<file path="config.mk">
export PLATFORM = sky130hd
export DESIGN_NAME = edge_partition_binner_padded_top
export DESIGN_NICKNAME = d
export VERILOG_FILES = /design/src/epb_pkg.sv /design/src/epb_front.sv /design/src/epb_fifo.sv /design/src/epb_back.sv /design/src/edge_partition_binner_padded_top.sv
export SDC_FILE = /design/constraint.sdc
export NUM_CORES = 2
export LEC_CHECK = 0
export ABC_AREA = 1
export BUFFER_PORTS_ARGS = -buffer_cell sky130_fd_sc_hd__buf_2
export CORE_MARGIN = 10
export CORE_UTILIZATION = 50
export CTS_CLUSTER_SIZE = 12
export DETAILED_ROUTE_END_ITERATION = 8
export PLACE_DENSITY_LB_ADDON = 0.3
export SLEW_MARGIN = 0
export SYNTH_ARGS = -nofsm -noshare
export SYNTH_HDL_FRONTEND = slang
export SYNTH_SLANG_ARGS = --single-unit
</file>
<file path="constraint.sdc">
create_clock -name clk -period 11 [get_ports clk]
set_clock_uncertainty 0.05 [all_clocks]
set_input_delay 2.2 -clock clk [delete_from_list [all_inputs] [get_ports clk]]
set_output_delay 2.2 -clock clk [all_outputs]
set_load 0.01 [all_outputs]
</file>
<file path="src/epb_pkg.sv">
// ----------------------------------------------------------------------------
// epb_pkg
// Shared types and constants for the edge partition binner.
// ----------------------------------------------------------------------------
package epb_pkg;

    localparam int TOTAL_PARTS             = 16;
    localparam int VERTICES_PER_PARTITION  = 65536;
    localparam int VERTICES_PER_SRC_BUFFER = 4096;

    localparam int VERTEX_W    = 31;
    localparam int WORD_W      = 32;
    localparam int FP_W        = 4;
    localparam int OUT_PART_W  = 4;
    localparam int ALIGN_EDGES = 8;
    localparam int ALIGN_W     = $clog2(ALIGN_EDGES);

    localparam int PART_SHIFT = $clog2(VERTICES_PER_PARTITION);
    localparam int BUF_SHIFT  = $clog2(VERTICES_PER_SRC_BUFFER);
    localparam int PART_IDX_W = (TOTAL_PARTS > 1) ? $clog2(TOTAL_PARTS) : 1;
    localparam int BUF_W      = VERTEX_W - BUF_SHIFT;

    localparam logic [VERTEX_W-1:0] END_FLAG_RESET = '1;

    localparam int FIFO_DEPTH = 2;
    localparam int FIFO_PTR_W = $clog2(FIFO_DEPTH);

    localparam int S_TDATA_W = 72;
    localparam int M_TDATA_W = 104;

    typedef enum logic [0:0] {
        CMD_EDGE  = 1'b0,
        CMD_FLUSH = 1'b1
    } cmd_t;

    typedef enum logic [1:0] {
        OP_EDGE    = 2'd0,
        OP_FLUSH   = 2'd1,
        OP_BAD_DST = 2'd2
    } op_t;

    typedef enum logic [1:0] {
        KIND_EDGE    = 2'd0,
        KIND_ALIGN   = 2'd1,
        KIND_TERM    = 2'd2,
        KIND_BAD_DST = 2'd3
    } kind_t;

    typedef struct packed {
        op_t                   op;
        logic [PART_IDX_W-1:0] part;
        logic [BUF_W-1:0]      src_buf;
        logic [VERTEX_W-1:0]   src;
        logic [VERTEX_W-1:0]   dst;
    } bin_op_t;

endpackage

</file>
<file path="src/epb_front.sv">
// ----------------------------------------------------------------------------
// epb_front
// Accepts input words and classifies them into queue entries.
// ----------------------------------------------------------------------------
module epb_front
    import epb_pkg::*;
(
    input  logic                s_valid,
    output logic                s_ready,
    input  logic                command,
    input  logic [VERTEX_W-1:0] src_vertex,
    input  logic [VERTEX_W-1:0] dst_vertex,
    input  logic [FP_W-1:0]     flush_partition,
    output logic                push_valid,
    input  logic                push_ready,
    output bin_op_t             push_data
);

    logic [VERTEX_W-1:0] part_full;
    logic                dst_bad;
    logic                fp_bad;

    assign part_full = dst_vertex >> PART_SHIFT;
    assign dst_bad   = (part_full >= VERTEX_W'(TOTAL_PARTS));
    assign fp_bad    = (32'(flush_partition) >= 32'(TOTAL_PARTS));

    always_comb
    begin
        push_data.src     = src_vertex;
        push_data.dst     = dst_vertex;
        push_data.src_buf = src_vertex[VERTEX_W-1:BUF_SHIFT];
        push_data.part    = PART_IDX_W'(part_full);
        push_data.op      = OP_EDGE;
        push_valid        = s_valid;
        if (cmd_t'(command) == CMD_FLUSH)
        begin
            push_data.op   = OP_FLUSH;
            push_data.part = PART_IDX_W'(flush_partition);
            // A flush of a partition that does not exist has no effect at all.
            push_valid     = s_valid && !fp_bad;
        end
        else if (dst_bad)
        begin
            push_data.op = OP_BAD_DST;
        end
    end

    assign s_ready = push_ready;

endmodule

</file>
<file path="src/epb_fifo.sv">
// ----------------------------------------------------------------------------
// epb_fifo
// Short queue between the classifying front and the emitting back.
// ----------------------------------------------------------------------------
module epb_fifo
    import epb_pkg::*;
(
    input  logic    clk,
    input  logic    rst_n,
    input  logic    push_valid,
    output logic    push_ready,
    input  bin_op_t push_data,
    output logic    pop_valid,
    input  logic    pop,
    output bin_op_t pop_data
);

    bin_op_t                mem_reg [FIFO_DEPTH];
    logic [FIFO_PTR_W-1:0]  wr_ptr_reg, wr_ptr_next;
    logic [FIFO_PTR_W-1:0]  rd_ptr_reg, rd_ptr_next;
    logic [FIFO_PTR_W:0]    fill_reg, fill_next;
    logic                   do_push;
    logic                   do_pop;

    assign push_ready = (fill_reg != (FIFO_PTR_W+1)'(FIFO_DEPTH));
    assign pop_valid  = (fill_reg != '0);
    assign pop_data   = mem_reg[rd_ptr_reg];
    assign do_push    = push_valid && push_ready;
    assign do_pop     = pop && pop_valid;

    always_comb
    begin
        wr_ptr_next = wr_ptr_reg;
        rd_ptr_next = rd_ptr_reg;
        if (do_push)
        begin
            wr_ptr_next = (wr_ptr_reg == FIFO_PTR_W'(FIFO_DEPTH - 1)) ? '0 : wr_ptr_reg + 1'b1;
        end
        if (do_pop)
        begin
            rd_ptr_next = (rd_ptr_reg == FIFO_PTR_W'(FIFO_DEPTH - 1)) ? '0 : rd_ptr_reg + 1'b1;
        end
        fill_next = fill_reg + (FIFO_PTR_W+1)'(do_push) - (FIFO_PTR_W+1)'(do_pop);
    end

    always_ff @(posedge clk or negedge rst_n)
    begin
        if (!rst_n)
        begin
            wr_ptr_reg <= '0;
            rd_ptr_reg <= '0;
            fill_reg   <= '0;
        end
        else
        begin
            wr_ptr_reg <= wr_ptr_next;
            rd_ptr_reg <= rd_ptr_next;
            fill_reg   <= fill_next;
        end
    end

    always_ff @(posedge clk)
    begin
        if (do_push)
        begin
            mem_reg[wr_ptr_reg] <= push_data;
        end
    end

endmodule

</file>
<file path="src/epb_back.sv">
// ----------------------------------------------------------------------------
// epb_back
// Partition table and result emitter, one result word per cycle unless stalled.
// ----------------------------------------------------------------------------
module epb_back
    import epb_pkg::*;
(
    input  logic                clk,
    input  logic                rst_n,
    input  logic                cfg_we,
    input  logic [VERTEX_W-1:0] cfg_wdata,
    input  logic                op_valid,
    output logic                op_pop,
    input  bin_op_t             op,
    output logic                m_valid,
    input  logic                m_ready,
    output kind_t               kind,
    output logic [OUT_PART_W-1:0] partition,
    output logic [WORD_W-1:0]   edge_src_word,
    output logic [WORD_W-1:0]   edge_dst_word,
    output logic [WORD_W-1:0]   edge_count,
    output logic                last
);

    logic [VERTEX_W-1:0] end_flag_reg;

    logic [WORD_W-1:0]   cnt_reg      [TOTAL_PARTS];
    logic [VERTEX_W-1:0] last_src_reg [TOTAL_PARTS];
    logic [BUF_W-1:0]    buf_idx_reg  [TOTAL_PARTS];

    logic                  out_valid_reg;
    kind_t                 kind_reg, kind_next;
    logic [OUT_PART_W-1:0] part_reg, part_next;
    logic [WORD_W-1:0]     src_word_reg, src_word_next;
    logic [WORD_W-1:0]     dst_word_reg, dst_word_next;
    logic [WORD_W-1:0]     count_reg, count_next;
    logic                  last_reg, last_next;

    logic                  slot_free;
    logic                  emit;
    logic                  cnt_we;
    logic                  edge_we;
    logic [WORD_W-1:0]     cnt_cur;
    logic [WORD_W-1:0]     cnt_inc;
    logic [VERTEX_W-1:0]   src_cur;
    logic [BUF_W-1:0]      buf_cur;
    logic [WORD_W-1:0]     pad_dst;

    assign slot_free = !out_valid_reg || m_ready;
    assign cnt_cur   = cnt_reg[op.part];
    assign src_cur   = last_src_reg[op.part];
    assign buf_cur   = buf_idx_reg[op.part];
    assign cnt_inc   = cnt_cur + 1'b1;
    assign pad_dst   = {1'b1, end_flag_reg};

    // The emitter keeps no state of its own: the partition count tells how far
    // a padding run has got, so the head entry stays queued until it is done.
    always_comb
    begin
        op_pop        = 1'b0;
        emit          = 1'b0;
        cnt_we        = 1'b0;
        edge_we       = 1'b0;
        kind_next     = KIND_EDGE;
        part_next     = OUT_PART_W'(op.part);
        src_word_next = {1'b0, op.src};
        dst_word_next = {1'b0, op.dst};
        count_next    = cnt_inc;
        last_next     = 1'b1;
        if (op_valid && slot_free)
        begin
            unique case (op.op)
                OP_BAD_DST:
                begin
                    emit       = 1'b1;
                    op_pop     = 1'b1;
                    kind_next  = KIND_BAD_DST;
                    part_next  = '0;
                    count_next = '0;
                end
                OP_FLUSH:
                begin
                    if (cnt_cur == '0)
                    begin
                        op_pop = 1'b1;
                    end
                    else
                    begin
                        emit          = 1'b1;
                        cnt_we        = 1'b1;
                        kind_next     = KIND_TERM;
                        src_word_next = {1'b1, src_cur};
                        dst_word_next = pad_dst;
                        last_next     = (cnt_inc[ALIGN_W-1:0] == '0);
                        op_pop        = last_next;
                    end
                end
                OP_EDGE:
                begin
                    emit   = 1'b1;
                    cnt_we = 1'b1;
                    if ((op.src_buf != buf_cur) && (cnt_cur[ALIGN_W-1:0] != '0))
                    begin
                        kind_next     = KIND_ALIGN;
                        src_word_next = {1'b0, src_cur};
                        dst_word_next = pad_dst;
                        last_next     = 1'b0;
                    end
                    else
                    begin
                        edge_we = 1'b1;
                        op_pop  = 1'b1;
                    end
                end
                default:
                begin
                    op_pop = 1'b1;
                end
            endcase
        end
    end

    always_ff @(posedge clk or negedge rst_n)
    begin
        if (!rst_n)
        begin
            end_flag_reg  <= END_FLAG_RESET;
            out_valid_reg <= 1'b0;
            for (int i = 0; i < TOTAL_PARTS; i++)
            begin
                cnt_reg[i]      <= '0;
                last_src_reg[i] <= '0;
                buf_idx_reg[i]  <= '0;
            end
        end
        else
        begin
            if (cfg_we)
            begin
                end_flag_reg <= cfg_wdata;
            end
            if (emit)
            begin
                out_valid_reg <= 1'b1;
            end
            else if (m_ready)
            begin
                out_valid_reg <= 1'b0;
            end
            if (cnt_we)
            begin
                cnt_reg[op.part] <= cnt_inc;
            end
            if (edge_we)
            begin
                last_src_reg[op.part] <= op.src;
                buf_idx_reg[op.part]  <= op.src_buf;
            end
        end
    end

    always_ff @(posedge clk)
    begin
        if (emit)
        begin
            kind_reg     <= kind_next;
            part_reg     <= part_next;
            src_word_reg <= src_word_next;
            dst_word_reg <= dst_word_next;
            count_reg    <= count_next;
            last_reg     <= last_next;
        end
    end

    assign m_valid       = out_valid_reg;
    assign kind          = kind_reg;
    assign partition     = part_reg;
    assign edge_src_word = src_word_reg;
    assign edge_dst_word = dst_word_reg;
    assign edge_count    = count_reg;
    assign last          = last_reg;

endmodule

</file>
<file path="src/edge_partition_binner_padded_top.sv">
// ----------------------------------------------------------------------------
// edge_partition_binner_padded_top
// Bins source-ordered edges into partitions with alignment and terminator pads.
// ----------------------------------------------------------------------------
//  channel   direction  tdata (low bit up)                               tuser
//  s_axis    in         src_vertex 31, dst_vertex 31, flush_partition 4  command
//  m_axis    out        partition 4, edge_src_word 32, edge_dst_word 32,
//                       edge_count 32 (zero padded to 104)               kind
//  cfg       in         cfg_wdata = end_flag, written when cfg_we is high
//
//  An accepted word is written into the queue, and its first result is loaded
//  into the output register of the back once the output slot is free. The back
//  emits one result word per cycle while the output is not stalled, so a plain
//  edge yields one word, a padded edge up to seven pads more, a flush up to eight.
//  Reset clears the partition table at once and sets end_flag to all ones.
//  The two-entry queue lets the input run on while the output is stalled, until full.
// ----------------------------------------------------------------------------
module edge_partition_binner_padded_top
    import epb_pkg::*;
(
    input  logic                 clk,
    input  logic                 rst_n,
    input  logic                 s_axis_tvalid,
    output logic                 s_axis_tready,
    // src_vertex[30:0], dst_vertex[61:31], flush_partition[65:62], zero fill
    input  logic [S_TDATA_W-1:0] s_axis_tdata,
    // command[0]
    input  logic [0:0]           s_axis_tuser,
    output logic                 m_axis_tvalid,
    input  logic                 m_axis_tready,
    // partition[3:0], edge_src_word[35:4], edge_dst_word[67:36],
    // edge_count[99:68], zero fill
    output logic [M_TDATA_W-1:0] m_axis_tdata,
    // kind[1:0]
    output logic [1:0]           m_axis_tuser,
    output logic                 m_axis_tlast,
    input  logic                 cfg_we,
    input  logic [VERTEX_W-1:0]  cfg_wdata
);

    logic                  push_valid;
    logic                  push_ready;
    bin_op_t               push_data;
    logic                  op_valid;
    logic                  op_pop;
    bin_op_t               op;
    kind_t                 kind;
    logic [OUT_PART_W-1:0] partition;
    logic [WORD_W-1:0]     edge_src_word;
    logic [WORD_W-1:0]     edge_dst_word;
    logic [WORD_W-1:0]     edge_count;

    epb_front u_front (
        .s_valid         (s_axis_tvalid),
        .s_ready         (s_axis_tready),
        .command         (s_axis_tuser[0]),
        .src_vertex      (s_axis_tdata[30:0]),
        .dst_vertex      (s_axis_tdata[61:31]),
        .flush_partition (s_axis_tdata[65:62]),
        .push_valid      (push_valid),
        .push_ready      (push_ready),
        .push_data       (push_data)
    );

    epb_fifo u_fifo (
        .clk        (clk),
        .rst_n      (rst_n),
        .push_valid (push_valid),
        .push_ready (push_ready),
        .push_data  (push_data),
        .pop_valid  (op_valid),
        .pop        (op_pop),
        .pop_data   (op)
    );

    epb_back u_back (
        .clk           (clk),
        .rst_n         (rst_n),
        .cfg_we        (cfg_we),
        .cfg_wdata     (cfg_wdata),
        .op_valid      (op_valid),
        .op_pop        (op_pop),
        .op            (op),
        .m_valid       (m_axis_tvalid),
        .m_ready       (m_axis_tready),
        .kind          (kind),
        .partition     (partition),
        .edge_src_word (edge_src_word),
        .edge_dst_word (edge_dst_word),
        .edge_count    (edge_count),
        .last          (m_axis_tlast)
    );

    assign m_axis_tuser = kind;
    assign m_axis_tdata = {4'b0, edge_count, edge_dst_word, edge_src_word, partition};

    // An out-of-range destination always yields a single, final word.
    assert property (@(posedge clk) disable iff (!rst_n)
        (m_axis_tvalid && (m_axis_tuser == KIND_BAD_DST)) |-> m_axis_tlast)
        else $error("out-of-range result without tlast");

    // Alignment pads are always followed by the real edge.
    assert property (@(posedge clk) disable iff (!rst_n)
        (m_axis_tvalid && (m_axis_tuser == KIND_ALIGN)) |-> !m_axis_tlast)
        else $error("alignment pad marked as last");

    // A flush ends exactly on an aligned count.
    assert property (@(posedge clk) disable iff (!rst_n)
        (m_axis_tvalid && (m_axis_tuser == KIND_TERM)) |->
        (m_axis_tlast == (m_axis_tdata[70:68] == 3'b000)))
        else $error("terminator run not ending on an aligned count");

    // Pads carry the end flag with its top bit set.
    assert property (@(posedge clk) disable iff (!rst_n)
        (m_axis_tvalid && ((m_axis_tuser == KIND_ALIGN) || (m_axis_tuser == KIND_TERM)))
        |-> m_axis_tdata[67])
        else $error("pad without top bit in destination word");

endmodule
</file>
==> results.yml <==
status:
  status: "complete, but fails checks"
  violations: "capacitance limit, slew limit"
grt:
  grt-ovfl-total: 0
  grt_pass1_vias: 50540
  track_usage_pct: 28.63
  grt_max_degree: 211
  grt_pass1_wl_um: 305900
  antenna_found_initial: 17
min_path:
  min_path_type: "reg2reg"
detailed_routing:
  viasPerCell: 5.837
  wl_per_cell_um: 21.71
  drc_errors: 0
  routed_wl_um: 198900
  via_count: 53490
  first_pass_iters: 8
  drtAntennaViolNets: 0
  drtIter0Drc: 7154
clock_network:
  cts_hold_buf: 0
  cts_buffers: 140
  cts_setup_buffers: 0
  cts.htree.levels: 4
  ctsRootBufferMaster: "clkbuf_16"
  cts.sinks: 1283
  clk_latency_ps: 800
  cts_tree: "built"
  ctsLongestPathBuffers: 3
  cts_resized: 0
  clk_pin_slew_worst_paths_ps: 60
worst_setup_path:
  arrival_ps: 8490
  critical_path.max_fanout: 92
  start_kind: "flip-flop"
  ff2ff_setup_slack_ps: 3130
  cp-end-kind: "flip-flop"
  critPathKind: "reg2reg"
  crit_required_ps: 11620
die:
  die-height_um: 368.3
  die-area_sq_mm: 0.1356
  pin_count: 218
  core_sq_mm: 0.1201
  die_width_um: 368.3
  initial_core_util_pct: 50.49
  rows: 127
logic_synthesis:
  postSynthAreaPerCell_sq_um: 8.072
  synth_flop_cell: "dfrtp_1"
  synthArstFlopShare_pct: 81.37
  synth_edf_count: 239
  ys_warn_count: 0
  ys_ff_latch: 1283
  synth_cells: 7515
  yosysSeqAreaShare_pct: 54.96
  synth_area_sq_mm: 0.06066
  ys_types: 45
finish:
  fin_nets: 7548
  area.growth.synth_to_final_pct: 10.64
  finish.utilization_pct: 55.87
  drive_above_1_share_pct: 9.551
  multi_input_area_sq_mm: 0.02378
  fillers: 10890
  regArea_sq_mm: 0.03334
  largest_reg_flops: 512
placed_design:
  dp_hpwl_um: 111200
  gp_congestion: 0.8878
  portBuffers: 207
timing:
  tightest_slew_ps: 1506
  timing.final.crit_share_pct: 71.52
  grt_setup_unrepaired: "false"
  slew_headroom_pct: -0.7291
  timing.fmax_mhz: 127.1
  tns_ps: 0
  setup_viol: 0
  timing_hold_violations_final: 0
  min_period_ps: 7867
  drv_slew: 17
power_and_ir_drop:
  ir_drop_uv: 298.1
  p_total_w: 0.01904
  p_per_area_mw_per_mm2: 283.6
  p_leak_nw: 33.37
flow_run:
  maxCapViolCount: 2
## power breakdown
part	leakage (nW)	internal, W	switching, W
Combinational	14.7	0.00178	0.00600
Sequential	16.4	0.00606	0.000498
Clock	2.22	0.00272	0.00198
Total	33.4	0.0106	0.00848
## kinds of logic after synthesis
group | count (synthesis) | synth area share (%)
buffers and inverters | 891 | 6.316
AND/OR/NAND/NOR | 4535 | 31.17
other | 1 | 0.006182
multiplexers | 36 | 0.6663
adder cells (fa/ha/maj) | 5 | 0.1031
AO/OA/AOI/OAI | 742 | 6.429
flip-flops | 1283 | 54.96
XOR/XNOR | 22 | 0.3424
## final cells by class
type	count	share of cell area, %
clock buffer	225	6.193
antenna	3	0.01119
clock inverter	32	0.5835
multi-input combinational	5344	35.43
tap	1612	3.005
sequential	1283	49.68
inverter	321	1.799
timing repair buffer	344	3.296
## synthesized netlist by cell type, types with 5 or more instances
cell type / number / area (sq um)
nand3b_1: 19 / 142.6
nand4_1: 596 / 3729
a22oi_1: 16 / 120.1
dfstp_2: 31 / 814.5
o21ai_0: 280 / 1401
o22ai_1: 96 / 600.6
buf_2: 204 / 1021
or2_2: 6 / 37.54
nor3_1: 7 / 35.03
nand2_2: 6 / 37.54
nand3_1: 103 / 515.5
nor2_2: 10 / 62.56
o21ai_1: 276 / 1381
nor2_1: 216 / 810.8
buf_4: 49 / 367.9
buf_1: 25 / 93.84
mux2_2: 35 / 394.1
a21oi_1: 68 / 340.3
clkbuf_1: 286 / 1074
inv_2: 25 / 93.84
edfxtp_1: 239 / 7177
ha_1: 5 / 62.56
buf_6: 6 / 67.56
dfrtp_1: 1013 / 25350
inv_1: 292 / 1096
xor2_1: 18 / 157.7
nand2_1: 3548 / 13320
nand3_2: 11 / 110.1
## stage by stage
stage | std cells | hold WS [ps] | setup WS (ps) | cell area [sq um]
3_5_place_dp | 8904 | 409.7 | 3359 | 62560
6_report | 9164 | 421.9 | 3133 | 67110
2_1_floorplan | 7518 | 390.9 | 5294 | 60670
5_1_grt | 9162 | 440.3 | 2754 | 67110
4_1_cts | 9161 | 425.0 | 3347 | 67110
3_3_place_gp | 8904 | 403.0 | 3369 | 62560
## cell usage in the layout, fill, tap and decap left out, types with 126 or more instances in the layout
master     count
buf_2        206
buf_4        126
clkbuf_16    143
dfrtp_1     1012
edfxtp_1     239
inv_1        292
nand2_1     3544
nand4_1      596
nor2_1       194
o21ai_0      280
o21ai_1      272
## worst max-delay path, cell delays in order (launching register included)
cell and delay (ps):
dfrtp_4 650, inv_4 560, nand2_2 500, nand2_4 660, buf_4 900, nand2_1 130, nand2_1 110, nand2_1 50
nand2_1 100, nand2_1 50, nand2_1 150, nor2_1 80, nand2_1 60, nand2_1 130, nor2_1 280, nand3_1 110
nor2_1 270, nand2_2 240, nand2_2 450, nand4_1 1260, buf_4 700, nand2_1 130, nand2_1 50
## worst paths after layout
kind	endpoint	startpoint	cells past startpoint
worst max-delay path	u_back.last_src_reg[192]	u_fifo.rd_ptr_reg	22
worst max register to register	u_back.last_src_reg[192]	u_fifo.rd_ptr_reg	22
max in group asynchronous	u_back.cnt_reg[279]	rst_n	3
worst min register to register	u_back.last_src_reg[237]	u_back.last_src_reg[237]	2
worst min-delay path	u_back.last_src_reg[237]	u_back.last_src_reg[237]	2
min in group asynchronous	u_back.cnt_reg[359]	rst_n	1
## per-layer routing
metal  GRT usage [%]  part of all wire [%]
met1           39.18                    40
met2           43.73                    45
met3           6.443                    11
met4           12.06                   4.0
met5               0                 0.088
No activity file was read; power rests on OpenSTA's default activity.
